[src/sv/dmpc_pkg.sv]
// ----------------------------------------------------------------------------
// dmpc_pkg
// Types and constants shared by the dual motor PWM controller and its
// channel interfaces.
// ----------------------------------------------------------------------------
package dmpc_pkg;

   // PWM period in ticks; a target at or above it keeps the pin on
   localparam int unsigned STEPS_PER_PERIOD = 100;

   localparam int unsigned NUM_CHANNELS = 4;
   localparam int unsigned NUM_MOTORS   = 2;
   localparam int unsigned NUM_CSR      = 2;

   localparam int unsigned PERCENT_W = 7;
   localparam int unsigned COUNT_W   = 8;
   localparam int unsigned CSR_IDX_W = 1;
   localparam int unsigned CSR_DAT_W = 8;

   localparam logic [PERCENT_W-1:0] TARGET_RESET = PERCENT_W'(100);
   localparam logic [COUNT_W-1:0]   COUNT_MAX    = '1;
   localparam logic [COUNT_W-1:0]   PERIOD_COUNT = COUNT_W'(STEPS_PER_PERIOD);

   typedef enum logic [2:0] {
      OP_TICK      = 3'd0,
      OP_SET_SPEED = 3'd1,
      OP_SET_DIR   = 3'd2,
      OP_RESET     = 3'd3,
      OP_TYPE_QRY  = 3'd4,
      OP_VER_QRY   = 3'd5
   } op_type;

   typedef enum logic [1:0] {
      DIR_KEEP = 2'd0,
      DIR_CW   = 2'd1,
      DIR_CCW  = 2'd2,
      DIR_STOP = 2'd3
   } dir_type;

   typedef enum logic [1:0] {
      PH_OFF  = 2'd0,
      PH_HIGH = 2'd1,
      PH_LOW  = 2'd2
   } phase_type;

   typedef enum logic [CSR_IDX_W-1:0] {
      CSR_FW_TYPE    = 1'd0,
      CSR_FW_VERSION = 1'd1
   } csr_idx_type;

   typedef struct packed {
      logic [2:0] operation;
      logic [7:0] first_arg;
      logic [7:0] second_arg;
   } req_payload_type;

   typedef struct packed {
      logic [3:0] bridge_pins;
      logic [1:0] bridge_enables;
      logic       activity_led;
      logic       reply_valid;
      logic [7:0] reply_byte;
   } rsp_payload_type;

endpackage

[src/sv/dmpc_if.sv]
// ----------------------------------------------------------------------------
// dmpc_req_if / dmpc_rsp_if
// Valid/ready channels for commands in and status results out.
// ----------------------------------------------------------------------------
interface dmpc_req_if;
   logic                      valid;
   logic                      ready;
   dmpc_pkg::req_payload_type payload;

   modport source (output valid, output payload, input ready);
   modport sink   (input valid, input payload, output ready);
endinterface

interface dmpc_rsp_if;
   logic                      valid;
   logic                      ready;
   dmpc_pkg::rsp_payload_type payload;

   modport source (output valid, output payload, input ready);
   modport sink   (input valid, input payload, output ready);
endinterface

[src/sv/dual_motor_pwm_controller.sv]
// ----------------------------------------------------------------------------
// dual_motor_pwm_controller
// Two H-bridges driven by four software PWM channels (M1A, M1B, M2A, M2B).
// Commands set speed, direction, reset the outputs or query firmware bytes;
// ticks advance the PWM phases. Every item yields one status result.
// ----------------------------------------------------------------------------
//  channel   | dir | handshake      | payload
//  ----------+-----+----------------+-----------------------------------------
//  req_ch    | in  | valid/ready    | operation, first_arg, second_arg
//  rsp_ch    | out | valid/ready    | pins, enables, led, reply valid/byte
//  csr_*     | in  | write enable   | index 0 fw type, 1 fw version
//
//  A request passes through the input register, then the result register,
//  with the state update between them.
//  Sustained rate is one item per clock; the request side keeps taking
//  transfers while a result waits, stalling only when both stages are full.
//  Synchronous active-high reset: targets to 100%, all channels off,
//  pins, enables, LED and firmware bytes to zero.
// ----------------------------------------------------------------------------
module dual_motor_pwm_controller (
   input  logic                               clock,
   input  logic                               reset,
   dmpc_req_if.sink                           req_ch,
   dmpc_rsp_if.source                         rsp_ch,
   input  logic                               csr_we,
   input  logic [dmpc_pkg::CSR_IDX_W-1:0]     csr_index,
   input  logic [dmpc_pkg::CSR_DAT_W-1:0]     csr_wdata
);

   localparam int unsigned NCH = dmpc_pkg::NUM_CHANNELS;

   // --- firmware bytes --------------------------------------------------------
   logic [7:0] fw_type_ff, fw_ver_ff;

   always_ff @(posedge clock) begin
      if (reset) begin
         fw_type_ff <= '0;
         fw_ver_ff  <= '0;
      end else if (csr_we) begin
         unique case (csr_index)
            dmpc_pkg::CSR_FW_TYPE:    fw_type_ff <= csr_wdata;
            dmpc_pkg::CSR_FW_VERSION: fw_ver_ff  <= csr_wdata;
            default: ;
         endcase
      end
   end

   // --- input register --------------------------------------------------------
   logic                      s1_valid_ff, s1_valid_in;
   dmpc_pkg::req_payload_type s1_data_ff;
   logic                      req_xfer, s1_adv;

   logic                      rsp_valid_ff, rsp_valid_in;
   dmpc_pkg::rsp_payload_type rsp_data_ff, rsp_data_in;

   // Stage 1 hands over whenever the result register is empty or draining.
   assign s1_adv       = s1_valid_ff && (!rsp_valid_ff || rsp_ch.ready);
   assign req_ch.ready = !s1_valid_ff || s1_adv;
   assign req_xfer     = req_ch.valid && req_ch.ready;

   always_comb begin
      priority if (req_xfer) s1_valid_in = 1'b1;
      else if (s1_adv)       s1_valid_in = 1'b0;
      else                   s1_valid_in = s1_valid_ff;
   end

   always_ff @(posedge clock) begin
      if (reset) s1_valid_ff <= 1'b0;
      else       s1_valid_ff <= s1_valid_in;
   end

   always_ff @(posedge clock) begin
      if (req_xfer) s1_data_ff <= req_ch.payload;
   end

   // --- controller state ------------------------------------------------------
   logic [dmpc_pkg::PERCENT_W-1:0] target_ff [NCH];
   logic [dmpc_pkg::PERCENT_W-1:0] target_in [NCH];
   logic [dmpc_pkg::COUNT_W-1:0]   count_ff  [NCH];
   logic [dmpc_pkg::COUNT_W-1:0]   count_in  [NCH];
   dmpc_pkg::phase_type            phase_ff  [NCH];
   dmpc_pkg::phase_type            phase_in  [NCH];
   logic [NCH-1:0]                 pins_ff, pins_in;
   logic [1:0]                     en_ff, en_in;
   logic                           led_ff, led_in;

   always_comb begin
      logic [dmpc_pkg::COUNT_W-1:0] cnt_next;
      logic [1:0]                   dir_code;
      logic                         rep_valid;
      logic [7:0]                   rep_byte;

      target_in = target_ff;
      count_in  = count_ff;
      phase_in  = phase_ff;
      pins_in   = pins_ff;
      en_in     = en_ff;
      led_in    = led_ff;
      rep_valid = 1'b0;
      rep_byte  = '0;
      cnt_next  = '0;
      dir_code  = '0;

      unique case (s1_data_ff.operation)
         dmpc_pkg::OP_TICK: begin
            for (int c = 0; c < NCH; c++) begin
               if (phase_ff[c] != dmpc_pkg::PH_OFF) begin
                  // saturating step count
                  cnt_next = (count_ff[c] == dmpc_pkg::COUNT_MAX) ?
                             count_ff[c] : count_ff[c] + 1'b1;
                  count_in[c] = cnt_next;
                  if (phase_ff[c] == dmpc_pkg::PH_HIGH &&
                      cnt_next >= {1'b0, target_ff[c]}) begin
                     // full-scale targets never drop the pin
                     if ({1'b0, target_ff[c]} < dmpc_pkg::PERIOD_COUNT)
                        pins_in[c] = 1'b0;
                     phase_in[c] = dmpc_pkg::PH_LOW;
                  end else if (phase_ff[c] == dmpc_pkg::PH_LOW &&
                               cnt_next >= dmpc_pkg::PERIOD_COUNT) begin
                     pins_in[c]  = 1'b1;
                     phase_in[c] = dmpc_pkg::PH_HIGH;
                     count_in[c] = '0;
                  end
               end
            end
         end
         dmpc_pkg::OP_SET_SPEED: begin
            // mask bit 3 selects channel 0 down to bit 0 for channel 3
            for (int c = 0; c < NCH; c++) begin
               if (s1_data_ff.second_arg[NCH-1-c])
                  target_in[c] = s1_data_ff.first_arg[dmpc_pkg::PERCENT_W-1:0];
            end
         end
         dmpc_pkg::OP_SET_DIR: begin
            for (int m = 0; m < dmpc_pkg::NUM_MOTORS; m++) begin
               dir_code = (m == 0) ? s1_data_ff.first_arg[3:2] : s1_data_ff.first_arg[1:0];
               if (dir_code != dmpc_pkg::DIR_KEEP) begin
                  for (int k = 0; k < 2; k++) begin
                     count_in[2*m+k] = '0;
                     phase_in[2*m+k] = dmpc_pkg::PH_OFF;
                     pins_in[2*m+k]  = 1'b0;
                  end
                  en_in[m] = 1'b0;
                  if (dir_code == dmpc_pkg::DIR_CW) begin
                     pins_in[2*m]  = 1'b1;
                     phase_in[2*m] = dmpc_pkg::PH_HIGH;
                     en_in[m]      = 1'b1;
                  end else if (dir_code == dmpc_pkg::DIR_CCW) begin
                     pins_in[2*m+1]  = 1'b1;
                     phase_in[2*m+1] = dmpc_pkg::PH_HIGH;
                     en_in[m]        = 1'b1;
                  end
               end
            end
         end
         dmpc_pkg::OP_RESET: begin
            // pins and targets are left as they are
            for (int c = 0; c < NCH; c++) begin
               count_in[c] = '0;
               phase_in[c] = dmpc_pkg::PH_OFF;
            end
            en_in  = '0;
            led_in = 1'b1;
         end
         dmpc_pkg::OP_TYPE_QRY: begin
            led_in    = !led_ff;
            rep_valid = 1'b1;
            rep_byte  = fw_type_ff;
         end
         dmpc_pkg::OP_VER_QRY: begin
            led_in    = !led_ff;
            rep_valid = 1'b1;
            rep_byte  = fw_ver_ff;
         end
         default: ;
      endcase

      rsp_data_in.bridge_pins    = pins_in;
      rsp_data_in.bridge_enables = en_in;
      rsp_data_in.activity_led   = led_in;
      rsp_data_in.reply_valid    = rep_valid;
      rsp_data_in.reply_byte     = rep_byte;
   end

   // State commits only when the item moves into the result register.
   always_ff @(posedge clock) begin
      if (reset) begin
         for (int c = 0; c < NCH; c++) begin
            target_ff[c] <= dmpc_pkg::TARGET_RESET;
            count_ff[c]  <= '0;
            phase_ff[c]  <= dmpc_pkg::PH_OFF;
         end
         pins_ff <= '0;
         en_ff   <= '0;
         led_ff  <= 1'b0;
      end else if (s1_adv) begin
         target_ff <= target_in;
         count_ff  <= count_in;
         phase_ff  <= phase_in;
         pins_ff   <= pins_in;
         en_ff     <= en_in;
         led_ff    <= led_in;
      end
   end

   // --- result register -------------------------------------------------------
   always_comb begin
      priority if (s1_adv)   rsp_valid_in = 1'b1;
      else if (rsp_ch.ready) rsp_valid_in = 1'b0;
      else                   rsp_valid_in = rsp_valid_ff;
   end

   always_ff @(posedge clock) begin
      if (reset) rsp_valid_ff <= 1'b0;
      else       rsp_valid_ff <= rsp_valid_in;
   end

   always_ff @(posedge clock) begin
      if (s1_adv) rsp_data_ff <= rsp_data_in;
   end

   assign rsp_ch.valid   = rsp_valid_ff;
   assign rsp_ch.payload = rsp_data_ff;

   // --- assertions ------------------------------------------------------------
   // a stopped channel never holds a step count
   a_off_count_zero: assert property (@(posedge clock) disable iff (reset)
      (phase_ff[0] != dmpc_pkg::PH_OFF || count_ff[0] == '0) &&
      (phase_ff[1] != dmpc_pkg::PH_OFF || count_ff[1] == '0) &&
      (phase_ff[2] != dmpc_pkg::PH_OFF || count_ff[2] == '0) &&
      (phase_ff[3] != dmpc_pkg::PH_OFF || count_ff[3] == '0))
      else $error("stopped channel with nonzero count");

   // the HIGH phase always drives its pin
   a_high_pin_on: assert property (@(posedge clock) disable iff (reset)
      (phase_ff[0] != dmpc_pkg::PH_HIGH || pins_ff[0]) &&
      (phase_ff[1] != dmpc_pkg::PH_HIGH || pins_ff[1]) &&
      (phase_ff[2] != dmpc_pkg::PH_HIGH || pins_ff[2]) &&
      (phase_ff[3] != dmpc_pkg::PH_HIGH || pins_ff[3]))
      else $error("HIGH phase with pin low");

   // a disabled bridge has both of its channels stopped
   a_disabled_motor_off: assert property (@(posedge clock) disable iff (reset)
      (en_ff[0] || (phase_ff[0] == dmpc_pkg::PH_OFF && phase_ff[1] == dmpc_pkg::PH_OFF)) &&
      (en_ff[1] || (phase_ff[2] == dmpc_pkg::PH_OFF && phase_ff[3] == dmpc_pkg::PH_OFF)))
      else $error("channel running on a disabled bridge");

   // request side stalls only when both stages are full and the sink holds off
   a_stall_only_when_full: assert property (@(posedge clock) disable iff (reset)
      !req_ch.ready |-> (s1_valid_ff && rsp_valid_ff && !rsp_ch.ready))
      else $error("request stalled with room in the pipeline");

   // a reply byte only accompanies a query answer
   a_reply_zero: assert property (@(posedge clock) disable iff (reset)
      (rsp_valid_ff && !rsp_data_ff.reply_valid) |-> (rsp_data_ff.reply_byte == '0))
      else $error("reply byte without query");

endmodule
[src/flat_wrapper.sv]
// flat-port wrapper written by rule: the top's interface ports become plain ports
module dual_motor_pwm_controller_flat 
  (clock, reset, csr_we, csr_index, csr_wdata, req_ch_valid, req_ch_payload, req_ch_ready, rsp_ch_valid, rsp_ch_payload, rsp_ch_ready);
  dmpc_req_if req_ch_i ();
  dmpc_rsp_if rsp_ch_i ();
  input  logic clock;
  input  logic reset;
  input  logic csr_we;
  input  logic [dmpc_pkg::CSR_IDX_W-1:0] csr_index;
  input  logic [dmpc_pkg::CSR_DAT_W-1:0] csr_wdata;
  input wire logic [$bits(req_ch_i.valid)-1:0] req_ch_valid;
  input wire logic [$bits(req_ch_i.payload)-1:0] req_ch_payload;
  output wire logic [$bits(req_ch_i.ready)-1:0] req_ch_ready;
  output wire logic [$bits(rsp_ch_i.valid)-1:0] rsp_ch_valid;
  output wire logic [$bits(rsp_ch_i.payload)-1:0] rsp_ch_payload;
  input wire logic [$bits(rsp_ch_i.ready)-1:0] rsp_ch_ready;
  assign req_ch_i.valid = req_ch_valid;
  assign req_ch_i.payload = req_ch_payload;
  assign req_ch_ready = req_ch_i.ready;
  assign rsp_ch_valid = rsp_ch_i.valid;
  assign rsp_ch_payload = rsp_ch_i.payload;
  assign rsp_ch_i.ready = rsp_ch_ready;
  dual_motor_pwm_controller u_core (.clock(clock), .reset(reset), .req_ch(req_ch_i), .rsp_ch(rsp_ch_i), .csr_we(csr_we), .csr_index(csr_index), .csr_wdata(csr_wdata));
endmodule
[config.mk]
export PLATFORM = sky130hd
export DESIGN_NAME = dual_motor_pwm_controller_flat
export DESIGN_NICKNAME = d
export VERILOG_FILES = /design/src/sv/dmpc_pkg.sv /design/src/sv/dmpc_if.sv /design/src/sv/dual_motor_pwm_controller.sv /design/src/flat_wrapper.sv
export SDC_FILE = /design/constraint.sdc
export NUM_CORES = 1
export LEC_CHECK = 0
export ABC_AREA = 1
export BUFFER_PORTS_ARGS = -buffer_cell sky130_fd_sc_hd__buf_2
export CORE_MARGIN = 8
export CORE_UTILIZATION = 60
export CTS_CLUSTER_SIZE = 8
export DETAILED_ROUTE_END_ITERATION = 10
export MAX_ROUTING_LAYER = met4
export PLACE_DENSITY = 0.9
export SETUP_SLACK_MARGIN = 0.02
export SYNTH_ARGS = -nofsm -noshare
export SYNTH_HDL_FRONTEND = slang
export SYNTH_SLANG_ARGS = --single-unit
[constraint.sdc]
create_clock -name clock -period 4.6 [get_ports clock]
set_input_delay 0.92 -clock clock [delete_from_list [all_inputs] [get_ports clock]]
set_output_delay 0.92 -clock clock [all_outputs]
set_load 0.02 [all_outputs]
==> impl_metrics.py <==
metrics = {
    "run_status": {
        "status": "finished clean",
    },
    "yosys": {
        "synth_area_um2": 6750,
        "ys_seq_area_share_pct": 40.9,
        "yosysWarnings": 0,
        "synth-edff-count": 30,
        "synth.most_common_cell": "nand2_1",
        "yosys.area.top_type": "dfxtp_1",
        "async_flop_share_pct": 0,
        "synth_common_cells": "228 x nand2_1, 122 x inv_1, 93 x dfxtp_1, 83 x a21oi_1, 68 x nor2_1",
        "syn_area_per_cell_um2": 7.35,
        "syn_nets": 985,
        "yosys_most_used_dff": "dfxtp_1",
        "synthCells": 918,
        "synth_top_area_share_pct": 27.6,
        "ys_types": 36,
        "synthTopCellsByArea": "dfxtp_1 28%, edfxtp_1 13%, nand2_1 13%",
        "ys_ff_latch": 123,
    },
    "layout": {
        "drive_above_1_share_pct": 14.3,
        "n_antenna_cell": 0,
        "finalInstanceArea_um2": 7680,
        "nets": 1033,
        "areaGrowthSynthToFinish_pct": 13.8,
    },
    "sta": {
        "period_needed_ns": 2.92,
        "clock_skew_ns": 0.00598,
        "fin_crit_sh_pct": 63.6,
        "maxSlewViolCount": 0,
        "tightest_slew_ns": 0.922,
        "max_slew_margin_pct": 38.3,
        "setup_viol": 0,
        "rsz0062_at_grt": "no",
        "max_freq_mhz": 342,
        "final.setup.tns_ns": 0,
        "report.final.hold_viol_count": 0,
    },
    "clock_tree": {
        "cts_resized": 0,
        "hold_buffers": 0,
        "cts.root.buffer_cell": "clkbuf_8",
        "clkSlewWorstSetupHoldPaths_ns": 0.06,
        "h-tree-depth": 4,
        "numClockSinks": 123,
        "worstSkewPairLatency_ns": 0.53,
        "cts_max_path_buffers": 2,
        "cts_tree": "yes",
        "cts_buffers": 17,
        "cts_setup_buffers": 0,
    },
    "drt": {
        "m1WireLength_um": 6490,
        "drc_errors": 0,
        "first_pass_iters": 5,
        "wl_met2_um": 7910,
        "dr_wl_met3_um": 1240,
        "drtAntennaViolNets": 0,
        "wl_um": 16100,
        "num_vias": 6225,
        "wl_per_cell_um": 14.4,
        "viasPerCell": 5.56,
        "top_layer_used": "met4",
        "drt-initial-drc-count": 524,
    },
    "power": {
        "p_int_uw": 2040,
        "seqPwrFrac_pct": 43.3,
        "p_leak_uw": 0.00347,
        "p_sw_uw": 665,
        "p_sw_share_pct": 24.6,
        "p_per_area_nw_per_um2": 352,
        "power_frac_clock_pct": 50.1,
        "ir_drop_v": 0.000251,
        "pwr-share-comb_pct": 6.6,
    },
    "floorplan": {
        "initial_core_util_pct": 62.0,
        "die_h_um": 122,
        "rows": 38,
        "coreArea_um2": 10900,
        "die_w_um": 122,
        "dieArea_um2": 14900,
        "io_pins": 51,
    },
    "hold_path": {
        "hold_path_depth": 2,
        "min_path_type": "flop to flop",
        "hold_path_startpoint": "u_core.fw_type_ff[3]$_SDFFE_PP0P_",
        "worstHoldEndpoint": "u_core.fw_type_ff[3]$_SDFFE_PP0P_",
    },
    "critical_path": {
        "crit_top_cell": "nand2_1",
        "crit_family": "simple AND/OR/NAND/NOR gates",
        "slowest_stage": "dfxtp_1",
        "cp-end-kind": "flop",
        "reg2reg_slack_ns": 1.68,
        "timing.rr.start": "u_core.count_ff[0]$_SDFFE_PP0P_",
        "critPathKind": "flop to flop",
        "cp_data_required_time_ns": 5.02,
        "regToRegEndpoint": "u_core.phase_ff[0]$_SDFFE_PP0P_",
        "cp-start-kind": "flop",
        "max_stage_delay_ns": 0.51,
        "crit_buf_inv": 1,
        "critical_path_depth": 20,
        "path_cells": "ha_1 -> nand2_1 -> nor2_2 -> nand2_2 -> mux2_2 -> ha_1 -> nand2_1 -> nand3_1 -> nand2_1 -> inv_1 -> nand2_1 -> nand2_1 -> nand2_1 -> nand2_1 -> nand2_1 -> nand3_1 -> nand2_1 -> nand2_1 -> nand2_1 -> nor2_1",
        "critical_path.max_fanout": 8,
        "crit_arrival_ns": 3.35,
        "r2r.worst_path.cells": 20,
    },
    "global_route": {
        "grt_antenna_before_repair": 0,
        "grt_usage_pct": 23.5,
        "grt_pass1_wl_um": 27400,
        "grt_max_degree": 46,
        "grt_pass1_vias": 5941,
        "gr-total-overflow": 0,
    },
    "place": {
        "portBuffers": 45,
        "placed_area_um2": 7080,
        "finalWeightedCongestion": 0.913,
        "dp.final_hpwl_um": 11000,
    },
    "run": {
        "drv_cap": 0,
    },
}
==> cells in the final DEF, fill, tap and decap left out, types with 2 or more instances in the layout <==
master and count:
nand2_1 228, inv_1 122, dfxtp_1 93, a21oi_1 83, nor2_1 68, nand3_1 67, o21ai_0 49, buf_2 45
ha_1 34, edfxtp_1 30, inv_2 24, nand4_1 16, clkbuf_16 16, o211ai_1 12, nand2_2 10, o21ai_1 9
nor2_4 6, inv_6 6, nor2_2 5, o21bai_1 4, nand3b_1 4, mux2_2 4, clkinv_4 4, nand3_4 4
and3_1 3, nor3_1 3, nand3_2 3, xor2_1 3, xnor2_1 3, a21boi_4 3, o22ai_1 3, bufinv_16 3
clkinv_1 2, buf_4 2
==> layer usage <==
metal  track usage [%]  vias up
met5                 -        -
met1              27.0     2871
met4              9.82        0
met3              5.65       44
li1                  -     3095
met2              38.7      215
==> cells by family (layout without fill, tap and decap cells) <==
family	Yosys count	in the layout	synth area share [%]
XOR/XNOR	6	6	0.779
buffers and inverters	167	228	9.58
adder cells (fa/ha/maj)	34	34	6.30
AND/OR/NAND/NOR	418	418	27.9
flip-flops	123	123	40.9
AO/OA/AOI/OAI	166	166	13.8
multiplexers	4	4	0.667
==> cell type report <==
cell class                 count  area [um^2]
fill                         808         3210
inverter                     149          564
clock buffer                  18          418
sequential                   123         2760
multi-input combinational    628         3340
clock inverter                14          183
timing repair buffer          47          240
tap                          140          175
==> worst max-delay path by stage <==
stage	startpoint	endpoint
floorplan	u_core.count_ff[1]$_SDFFE_PP0P_	u_core.phase_ff[0]$_SDFFE_PP0P_
global placement	rsp_ch_ready	u_core.count_ff[19]$_SDFFE_PP0P_
detailed placement	rsp_ch_ready	u_core.count_ff[10]$_SDFFE_PP0P_
CTS	u_core.count_ff[0]$_SDFFE_PP0P_	u_core.phase_ff[0]$_SDFFE_PP0P_
global route	u_core.count_ff[16]$_SDFFE_PP0P_	u_core.phase_ff[4]$_SDFFE_PP0P_
finish	u_core.count_ff[0]$_SDFFE_PP0P_	u_core.phase_ff[0]$_SDFFE_PP0P_
==> flip-flops by register name, summed over array words and instances, names as in the netlist <==
register,flops
u_core.fw_type_ff,8
u_core.rsp_ch.valid,1
u_core.phase_ff,8
u_core.s1_data_ff,14
u_core.fw_ver_ff,8
u_core.count_ff,32
u_core.led_ff,1
u_core.target_ff,28
u_core.rsp_ch.payload,16
u_core.s1_valid_ff,1
u_core.pins_ff,4
u_core.en_ff,2
==> power by group through the flow <==
stage	Sequential [uW]	Clock [uW]	Combinational (uW)
after floorplan	1190	0	115
after global placement	1190	0	166
after detailed placement	1190	0	173
after CTS	1170	1370	176
after global routing	1170	1420	199
final	1170	1350	177
==> through the flow <==
step | utilization [%] | hold WS [ns] | worst slack [ns] | std cells | total power [uW]
after CTS | 70.6 | 0.450 | 1.72 | 1119 | 2710
after global routing | 70.6 | 0.476 | 1.42 | 1119 | 2790
after floorplan | - | 0.425 | 2.25 | 918 | 1310
final | 70.6 | 0.454 | 1.68 | 1119 | 2700
after detailed placement | 65.0 | 0.441 | 1.69 | 1087 | 1370
after global placement | 65.0 | 0.432 | 1.79 | 1087 | 1360
==> worst reg2reg max path, cell delays in order, from the launching register on <==
cell	delay (ns)
dfxtp_1	0.51
ha_1	0.30
nand2_1	0.12
nor2_2	0.16
nand2_2	0.14
mux2_2	0.32
ha_1	0.28
nand2_1	0.08
nand3_1	0.07
nand2_1	0.06
inv_1	0.03
nand2_1	0.05
nand2_1	0.05
nand2_1	0.05
nand2_1	0.09
nand2_1	0.10
nand3_1	0.08
nand2_1	0.15
nand2_1	0.06
nand2_1	0.06
nor2_1	0.06
Note: power is estimated with default switching activity, not from simulation.
